**src/rtl/remote_debug_packet_framer_core_macros.svh**
```systemverilog
// ----------------------------------------------------------------------------
// Assertion macros for the remote-debug packet framer
// Shared property forms; each use expands to one labelled concurrent assertion.
// ----------------------------------------------------------------------------
`ifndef REMOTE_DEBUG_PACKET_FRAMER_CORE_MACROS_SVH
`define REMOTE_DEBUG_PACKET_FRAMER_CORE_MACROS_SVH

// Same-cycle implication, sampled on clk, switched off in reset
`define RDPF_ASSERT_IMPL(lbl, ante, cons) \
  lbl: assert property (@(posedge clk) disable iff (rst) (ante) |-> (cons)) \
    else $error("rdpf: assertion failed");

// Next-cycle implication, sampled on clk, switched off in reset
`define RDPF_ASSERT_NEXT(lbl, ante, cons) \
  lbl: assert property (@(posedge clk) disable iff (rst) (ante) |=> (cons)) \
    else $error("rdpf: assertion failed");

`endif

```
**src/rtl/rdpf_pkg.sv**
```systemverilog
// ----------------------------------------------------------------------------
// rdpf_pkg
// Types, character codes and helpers shared by the packet framer modules.
// ----------------------------------------------------------------------------
package rdpf_pkg;

  // Framing characters
  localparam logic [7:0] CH_START = 8'h24;  // '$'
  localparam logic [7:0] CH_HASH  = 8'h23;  // '#'
  localparam logic [7:0] CH_ESC   = 8'h7D;  // '}'
  localparam logic [7:0] ESC_XOR  = 8'h20;
  localparam logic [7:0] CH_ZERO  = 8'h30;  // '0'
  localparam logic [7:0] CH_LA    = 8'h61;  // 'a'

  // Queue between front and back
  localparam int QDEPTH = 4;
  localparam int QAW    = $clog2(QDEPTH);
  localparam int QCW    = $clog2(QDEPTH + 1);

  // One classified item
  typedef struct packed {
    logic       start;  // emit '$' first
    logic       esc;    // emit '}' before the character
    logic       last;   // append trailer
    logic [7:0] ch;     // character after escaping
    logic [7:0] sum;    // running sum after this item
  } entry_t;

  // Queue status towards its neighbours
  typedef struct packed {
    logic           full;
    logic           empty;
    logic [QCW-1:0] count;
  } queue_status_t;

  // Character slot within one item
  typedef enum logic [2:0] {
    PH_IDLE,
    PH_START,
    PH_ESC,
    PH_CHAR,
    PH_HASH,
    PH_HI,
    PH_LO
  } phase_t;

  // Lowercase hex digit of a nibble
  function automatic logic [7:0] hex_digit(input logic [3:0] nib);
    logic [7:0] wide;
    wide = {4'h0, nib};
    if (nib > 4'd9) begin
      hex_digit = CH_LA - 8'd10 + wide;
    end else begin
      hex_digit = CH_ZERO + wide;
    end
  endfunction

endpackage

```
**src/rtl/rdpf_front.sv**
```systemverilog
// ----------------------------------------------------------------------------
// rdpf_front
// Accepts input transfers, resolves escaping and keeps the running sum.
// ----------------------------------------------------------------------------
module rdpf_front
  import rdpf_pkg::*;
(
  input  logic          clk,
  input  logic          rst,
  input  logic          s_tvalid,
  output logic          s_tready,
  input  logic [7:0]    s_tdata,   // [7:0] data_byte
  input  logic [1:0]    s_tuser,   // [0] escape_enable, [1] first_byte
  input  logic          s_tlast,   // last_byte
  input  queue_status_t q_status,
  output logic          push,
  output entry_t        push_entry
);

  logic [7:0] running_sum;
  logic [7:0] running_sum_next;
  logic       do_esc;
  logic [7:0] ch;
  logic [7:0] base;

  // Classify the incoming character
  assign do_esc = s_tuser[0] &&
                  (s_tdata == CH_HASH || s_tdata == CH_START || s_tdata == CH_ESC);
  assign ch     = do_esc ? (s_tdata ^ ESC_XOR) : s_tdata;
  assign base   = s_tuser[1] ? 8'h00 : running_sum;

  // Sum after this item: optional escape mark plus the character
  assign running_sum_next = base + (do_esc ? CH_ESC : 8'h00) + ch;

  assign s_tready = !q_status.full;
  assign push     = s_tvalid && s_tready;

  always_comb begin
    push_entry.start = s_tuser[1];
    push_entry.esc   = do_esc;
    push_entry.last  = s_tlast;
    push_entry.ch    = ch;
    push_entry.sum   = running_sum_next;
  end

  // Running sum register
  always_ff @(posedge clk) begin
    if (rst) begin
      running_sum <= 8'h00;
    end else if (push) begin
      running_sum <= running_sum_next;
    end
  end

endmodule

```
**src/rtl/rdpf_queue.sv**
```systemverilog
// ----------------------------------------------------------------------------
// rdpf_queue
// Short register queue of classified items between front and back.
// ----------------------------------------------------------------------------
module rdpf_queue
  import rdpf_pkg::*;
(
  input  logic          clk,
  input  logic          rst,
  input  logic          push,
  input  entry_t        push_entry,
  input  logic          pop,
  output entry_t        head,
  output queue_status_t status
);

  entry_t         slots [QDEPTH];
  logic [QAW-1:0] wr_ptr;
  logic [QAW-1:0] rd_ptr;
  logic [QCW-1:0] count;

  assign head         = slots[rd_ptr];
  assign status.count = count;
  assign status.full  = (count == QCW'(QDEPTH));
  assign status.empty = (count == '0);

  // Payload slots
  always_ff @(posedge clk) begin
    if (push) begin
      slots[wr_ptr] <= push_entry;
    end
  end

  // Pointers and fill level
  always_ff @(posedge clk) begin
    if (rst) begin
      wr_ptr <= '0;
      rd_ptr <= '0;
      count  <= '0;
    end else begin
      if (push) begin
        wr_ptr <= wr_ptr + 1'b1;
      end
      if (pop) begin
        rd_ptr <= rd_ptr + 1'b1;
      end
      if (push && !pop) begin
        count <= count + 1'b1;
      end else if (pop && !push) begin
        count <= count - 1'b1;
      end
    end
  end

endmodule

```
**src/rtl/rdpf_back.sv**
```systemverilog
// ----------------------------------------------------------------------------
// rdpf_back
// Walks each queued item one character per cycle, while the output is not stalled, into the output register.
// ----------------------------------------------------------------------------
module rdpf_back
  import rdpf_pkg::*;
(
  input  logic          clk,
  input  logic          rst,
  input  entry_t        head,
  input  queue_status_t q_status,
  output logic          pop,
  output logic          m_tvalid,
  input  logic          m_tready,
  output logic [7:0]    m_tdata,   // [7:0] out_char
  output logic [0:0]    m_tuser,   // [0] packet_end
  output logic          m_tlast    // run_last
);

  phase_t     phase;
  phase_t     phase_next;
  phase_t     cur;
  logic       advance;
  logic       done;
  logic       pend;
  logic [7:0] char_out;

  // Current slot: the registered slot, or the first slot of a fresh item when idle
  always_comb begin
    if (phase == PH_IDLE) begin
      if (head.start) begin
        cur = PH_START;
      end else if (head.esc) begin
        cur = PH_ESC;
      end else begin
        cur = PH_CHAR;
      end
    end else begin
      cur = phase;
    end
  end

  assign advance = (!m_tvalid || m_tready) && !q_status.empty;
  assign pop     = advance && done;

  // Next slot
  always_comb begin
    case (cur)
      PH_START: phase_next = head.esc ? PH_ESC : PH_CHAR;
      PH_ESC:   phase_next = PH_CHAR;
      PH_CHAR:  phase_next = head.last ? PH_HASH : PH_IDLE;
      PH_HASH:  phase_next = PH_HI;
      PH_HI:    phase_next = PH_LO;
      PH_LO:    phase_next = PH_IDLE;
      default:  phase_next = PH_IDLE;
    endcase
  end

  // Character and flags of the current slot
  always_comb begin
    done = 1'b0;
    pend = 1'b0;
    case (cur)
      PH_START: char_out = CH_START;
      PH_ESC:   char_out = CH_ESC;
      PH_CHAR: begin
        char_out = head.ch;
        done     = !head.last;
      end
      PH_HASH:  char_out = CH_HASH;
      PH_HI:    char_out = hex_digit(head.sum[7:4]);
      PH_LO: begin
        char_out = hex_digit(head.sum[3:0]);
        done     = 1'b1;
        pend     = 1'b1;
      end
      default:  char_out = head.ch;
    endcase
  end

  // Slot register
  always_ff @(posedge clk) begin
    if (rst) begin
      phase <= PH_IDLE;
    end else if (advance) begin
      phase <= phase_next;
    end
  end

  // Output register
  always_ff @(posedge clk) begin
    if (rst) begin
      m_tvalid <= 1'b0;
    end else if (advance) begin
      m_tvalid <= 1'b1;
    end else if (m_tready) begin
      m_tvalid <= 1'b0;
    end
  end

  always_ff @(posedge clk) begin
    if (advance) begin
      m_tdata    <= char_out;
      m_tlast    <= done;
      m_tuser[0] <= pend;
    end
  end

endmodule

```
**src/rtl/remote_debug_packet_framer_core.sv**
```systemverilog
// ----------------------------------------------------------------------------
// remote_debug_packet_framer_core
// Frames a byte stream as '$' payload '#' hh with a modulo-256 checksum.
//
//   Channel  Dir  Bus                      Fields (low bit first)
//   s_*      in   tdata[7:0] tuser[1:0]    data_byte | escape_enable, first_byte
//                 tlast                    last_byte
//   m_*      out  tdata[7:0] tuser[0:0]    out_char | packet_end
//                 tlast                    run_last
//
// Each input item emits 1 to 6 characters, set by the back-end character
// sequencer, which emits one character a cycle while the output is not stalled.
// The front accepts a new transfer every cycle while the 4-entry queue has room.
// Reset (rst, synchronous) clears the running sum, queue and sequencer.
// A stalled output holds its transfer; the queue lets the input run ahead.
// ----------------------------------------------------------------------------
`include "remote_debug_packet_framer_core_macros.svh"

module remote_debug_packet_framer_core
  import rdpf_pkg::*;
(
  input  logic       clk,
  input  logic       rst,
  input  logic       s_tvalid,
  output logic       s_tready,
  input  logic [7:0] s_tdata,   // [7:0] data_byte
  input  logic [1:0] s_tuser,   // [0] escape_enable, [1] first_byte
  input  logic       s_tlast,   // last_byte
  output logic       m_tvalid,
  input  logic       m_tready,
  output logic [7:0] m_tdata,   // [7:0] out_char
  output logic [0:0] m_tuser,   // [0] packet_end
  output logic       m_tlast    // run_last
);

  logic          push;
  logic          pop;
  entry_t        push_entry;
  entry_t        head;
  queue_status_t q_status;
  logic          m_is_hex;

  // Front: accept and classify
  rdpf_front u_front (
    .clk        (clk),
    .rst        (rst),
    .s_tvalid   (s_tvalid),
    .s_tready   (s_tready),
    .s_tdata    (s_tdata),
    .s_tuser    (s_tuser),
    .s_tlast    (s_tlast),
    .q_status   (q_status),
    .push       (push),
    .push_entry (push_entry)
  );

  // Queue between the two halves
  rdpf_queue u_queue (
    .clk        (clk),
    .rst        (rst),
    .push       (push),
    .push_entry (push_entry),
    .pop        (pop),
    .head       (head),
    .status     (q_status)
  );

  // Back: emit characters
  rdpf_back u_back (
    .clk      (clk),
    .rst      (rst),
    .head     (head),
    .q_status (q_status),
    .pop      (pop),
    .m_tvalid (m_tvalid),
    .m_tready (m_tready),
    .m_tdata  (m_tdata),
    .m_tuser  (m_tuser),
    .m_tlast  (m_tlast)
  );

  // Set when the output character is a lowercase hex digit
  assign m_is_hex = (m_tdata >= CH_ZERO && m_tdata <= (CH_ZERO + 8'd9)) ||
                    (m_tdata >= CH_LA && m_tdata <= (CH_LA + 8'd5));

  // Checks
  `RDPF_ASSERT_IMPL(a_pend_is_run_last, m_tvalid && m_tuser[0], m_tlast)
  `RDPF_ASSERT_IMPL(a_pend_is_hex, m_tvalid && m_tuser[0], m_is_hex)
  `RDPF_ASSERT_IMPL(a_queue_bound, 1'b1, q_status.count <= QCW'(QDEPTH))
  `RDPF_ASSERT_NEXT(a_pop_needs_data, pop, $past(!q_status.empty))

endmodule
```
**config.mk**
```make
export PLATFORM = sky130hd
export DESIGN_NAME = remote_debug_packet_framer_core
export DESIGN_NICKNAME = d
export VERILOG_FILES = /design/src/rtl/rdpf_pkg.sv /design/src/rtl/rdpf_front.sv /design/src/rtl/rdpf_queue.sv /design/src/rtl/rdpf_back.sv /design/src/rtl/remote_debug_packet_framer_core.sv
export VERILOG_INCLUDE_DIRS = /design/src /design/src/rtl
export SDC_FILE = /design/constraint.sdc
export NUM_CORES = 1
export LEC_CHECK = 0
export ABC_CLOCK_PERIOD_IN_PS = 8500
export BUFFER_PORTS_ARGS = -buffer_cell sky130_fd_sc_hd__buf_4
export CAP_MARGIN = 20
export CORE_UTILIZATION = 30
export DETAILED_ROUTE_END_ITERATION = 8
export PLACE_DENSITY_LB_ADDON = 0.05
export SYNTH_ARGS = -nofsm -noshare
export SYNTH_HDL_FRONTEND = slang
export SYNTH_HIERARCHICAL = 1
export SYNTH_SLANG_ARGS = --single-unit
```
**constraint.sdc**
```tcl
create_clock -name clk -period 8.5 [get_ports clk]
set_clock_uncertainty 0.05 [all_clocks]
set_input_delay 0.85 -clock clk [delete_from_list [all_inputs] [get_ports clk]]
set_output_delay 0.85 -clock clk [all_outputs]
set_load 0.02 [all_outputs]
```
==> impl_metrics.toml <==
[outcome]
status = "finished clean"

[pwr]
p_sw_mw = 0.593
pwr-share-seq_pct = 42.8
clockPowerShare_pct = 22.5
swShare_pct = 34.0
powerDensity_nw_per_um2 = 302
leakage_nw = 2.03
combinationalPowerShare_pct = 34.7
irDropWorstVdd_uv = 111
power.internal_mw = 1.15

[timing]
worst_slack_ns = 4.68
fmax_mhz = 261
slew_headroom_pct = 45.9
setup-violations-final = 0
slew_violations = 0
tightest_slew_ns = 0.810
final-hold-violation-count = 0
period_needed_ns = 3.82
tns_ns = 0
post-route-period-util_pct = 45.0
rsz0062_at_grt = "false"

[cells_and_area]
seq_area_sq_um = 3000
fillCellCount = 1629
drive_above_1_share_pct = 15.9
final_common_cell = "edfxtp_1"
diodes = 0
multi_input_area_sq_um = 1880
instances_no_fill = 622
nets = 435
final_cell_mix = "edfxtp_1, buf_4, nor2_1"
area_growth_pct = 12.4
utilization_pct = 34.7

[cts]
holdBufCountCts = 0
clock_latency_ns = 0.35
cts_sinks = 107
htreeDepth = 3
cts_setup_buffers = 0
post_cts_resized = 0
cts-root-buf = "clkbuf_16"
tritoncts = "yes"
clock_path_buffers = 2
path_clk_slew_ns = 0.07
cts_buffers = 9

[floorplanning]
rows = 47
die_area_sq_um = 17600
die_h_um = 133
initial_utilization_pct = 30.8
core_sq_um = 16600
die_w_um = 133
io_pins = 27

[critical_path]
cp_data_arrival_time_ns = 3.89
critPathTopFamily = "simple AND/OR/NAND/NOR gates"
critPathCaptureType = "flop"
slowest_stage = "nor2b_1"
timing_worst_setup_path_type = "in2reg"
path_max_fanout = 12
critPathLaunchType = "primary input"
required_ns = 8.57
crit_chain = "buf_4 -> nand2b_1 -> nor3_1 -> a21oi_1 -> nor2b_1 -> xor2_1 -> ha_1 -> a21o_1 -> ha_1 -> inv_1 -> fa_1 -> nor2b_1 -> o31ai_1 -> a21oi_1 -> xnor2_1"
worstPathBufferInverterCount = 2
max_stage_delay_ns = 0.64

[grt]
grt_pass1_wl_mm = 16.6
grt_antenna_before_repair = 1
grt_pass1_vias = 2921
groute.usage.overall_pct = 13.0
grt_overflow = 0
grt_max_degree = 25

[logic_synthesis]
synth_nets = 414
synthArstFlopShare_pct = 0
synth_area_per_cell_sq_um = 13.6
synth_cell_types = 56
syn_inst = 376
synth.cell_area_sq_um = 5130
synth-seq-cells = 107
yosysWarnings = 6
ys_seq_area_share_pct = 58.5
synth_flop_cell = "edfxtp_1"
synth_enable_flop_cells = 86

[job]
maxCapViolations = 0

[placed_design]
place_congestion = 0.766
pre_cts_ws_ns = 4.26
dp_hpwl_mm = 7.42
numPortBuffers = 26
dp_cells = 605

[detailed_routing]
wl_per_cell_um = 17.5
first_pass_iters = 4
vias_per_cell = 4.77
drt-initial-drc-count = 134
vias = 2965
drc = 0
totalWireLength_mm = 10.9
ant_nets = 0

[worst_hold_path]
hp-class = "reg2reg"
## registers in the layout (all words and copies together), names as in the netlist, named ones only
signal and cells:
u_back/m_tvalid 1, u_queue/slots 76, u_front/running_sum 8, u_queue/rd_ptr 2, u_back/m_tlast 1, u_back/m_tdata 8, u_back/phase 3, u_queue/count 3
u_queue/wr_ptr 2, u_back/m_tuser 1
## layer usage
layer	wire, um	share of wire [%]	global-route usage [%]
met1	5150	47	16.5
met2	4940	45	20.7
met3	397	3.6	2.45
met4	387	3.6	7.54
met5	0	0	0
## final timing paths
check | start | endpoint | slack (ns) | cells past startpoint
max | s_tdata[7] | u_queue/slots[2][7]$_DFFE_PP_ | 4.68 | 15
min | u_front/running_sum[3]$_SDFFE_PP0P_ | u_front/running_sum[3]$_SDFFE_PP0P_ | 0.40 | 2
max reg2reg | flop | u_queue/count[2]$_SDFFE_PP0P_ | 5.10 | 13
min reg2reg | u_front/running_sum[3]$_SDFFE_PP0P_ | u_front/running_sum[3]$_SDFFE_PP0P_ | 0.40 | 2
## through the flow
stage / power (mW) / area [sq um] / hold WS [ns]
finish: 1.74 / 5770 / 0.400
global route: 1.85 / 5770 / 0.424
CTS: 1.77 / 5760 / 0.403
detailed placement: 1.37 / 5490 / 0.392
global placement: 1.37 / 5490 / 0.389
floorplan: 1.20 / 5130 / 0.382
## final cells by class
cell class | instances | area share, %
inverters | 22 | 1.43
clock inverters | 7 | 0.889
well taps | 220 | 4.77
repair buffers | 33 | 4.29
multi-input cells | 224 | 32.7
clock buffers | 9 | 3.90
flip-flops and latches | 107 | 52.0
## worst reg2reg max path, delay by kind of cell, from the launching register on
family                     cells  cell delay [ns]
muxes                          1             0.81
adders and majority gates      2             0.39
AOI/OAI and AO/OA              3             0.42
and+or+nand+nor                3             0.78
DFF                            1             0.31
buffers and inverters          3             0.51
xor gates and xnor gates       1             0.08
## kinds of logic (layout without fill, tap and decap cells)
logic type | Yosys count | after routing | share of synthesized area [%]
buffers and inverters | 45 | 71 | 4.76
XOR/XNOR | 16 | 16 | 2.73
multiplexers | 24 | 24 | 10.1
AO/OA/AOI/OAI | 63 | 63 | 8.17
adder cells (fa/ha/maj) | 23 | 23 | 5.90
flip-flops | 107 | 107 | 58.5
AND/OR/NAND/NOR | 98 | 98 | 9.85
## power by group through the flow
stage          sequential (mW)  combinational (mW)  clock, mW
3_3_place_gp             0.757               0.609          0
2_1_floorplan            0.763               0.435          0
5_1_grt                  0.758               0.672      0.423
4_1_cts                  0.747               0.611      0.407
3_5_place_dp             0.758               0.609          0
6_report                 0.746               0.605      0.392
## Yosys cell counts, drive strengths merged, types with 3 or more instances
cell type	count	share of area, %
a21o	3	0.44
a21oi	17	1.7
a31oi	6	0.73
and2	5	0.61
buf	21	3.0
dfxtp	21	8.2
edfxtp	86	50
ha	21	5.1
inv	21	1.5
mux2i	4	0.85
mux4	19	9.0
nand2	19	1.4
nand2b	8	0.98
nand3	3	0.29
nand3b	7	1.0
nor2	31	2.3
nor2b	11	1.3
nor3	6	0.59
o21a	6	0.88
o21ai	11	1.1
xnor2	10	1.7
xor2	6	1.0
No activity file was read; power rests on OpenSTA's default activity.
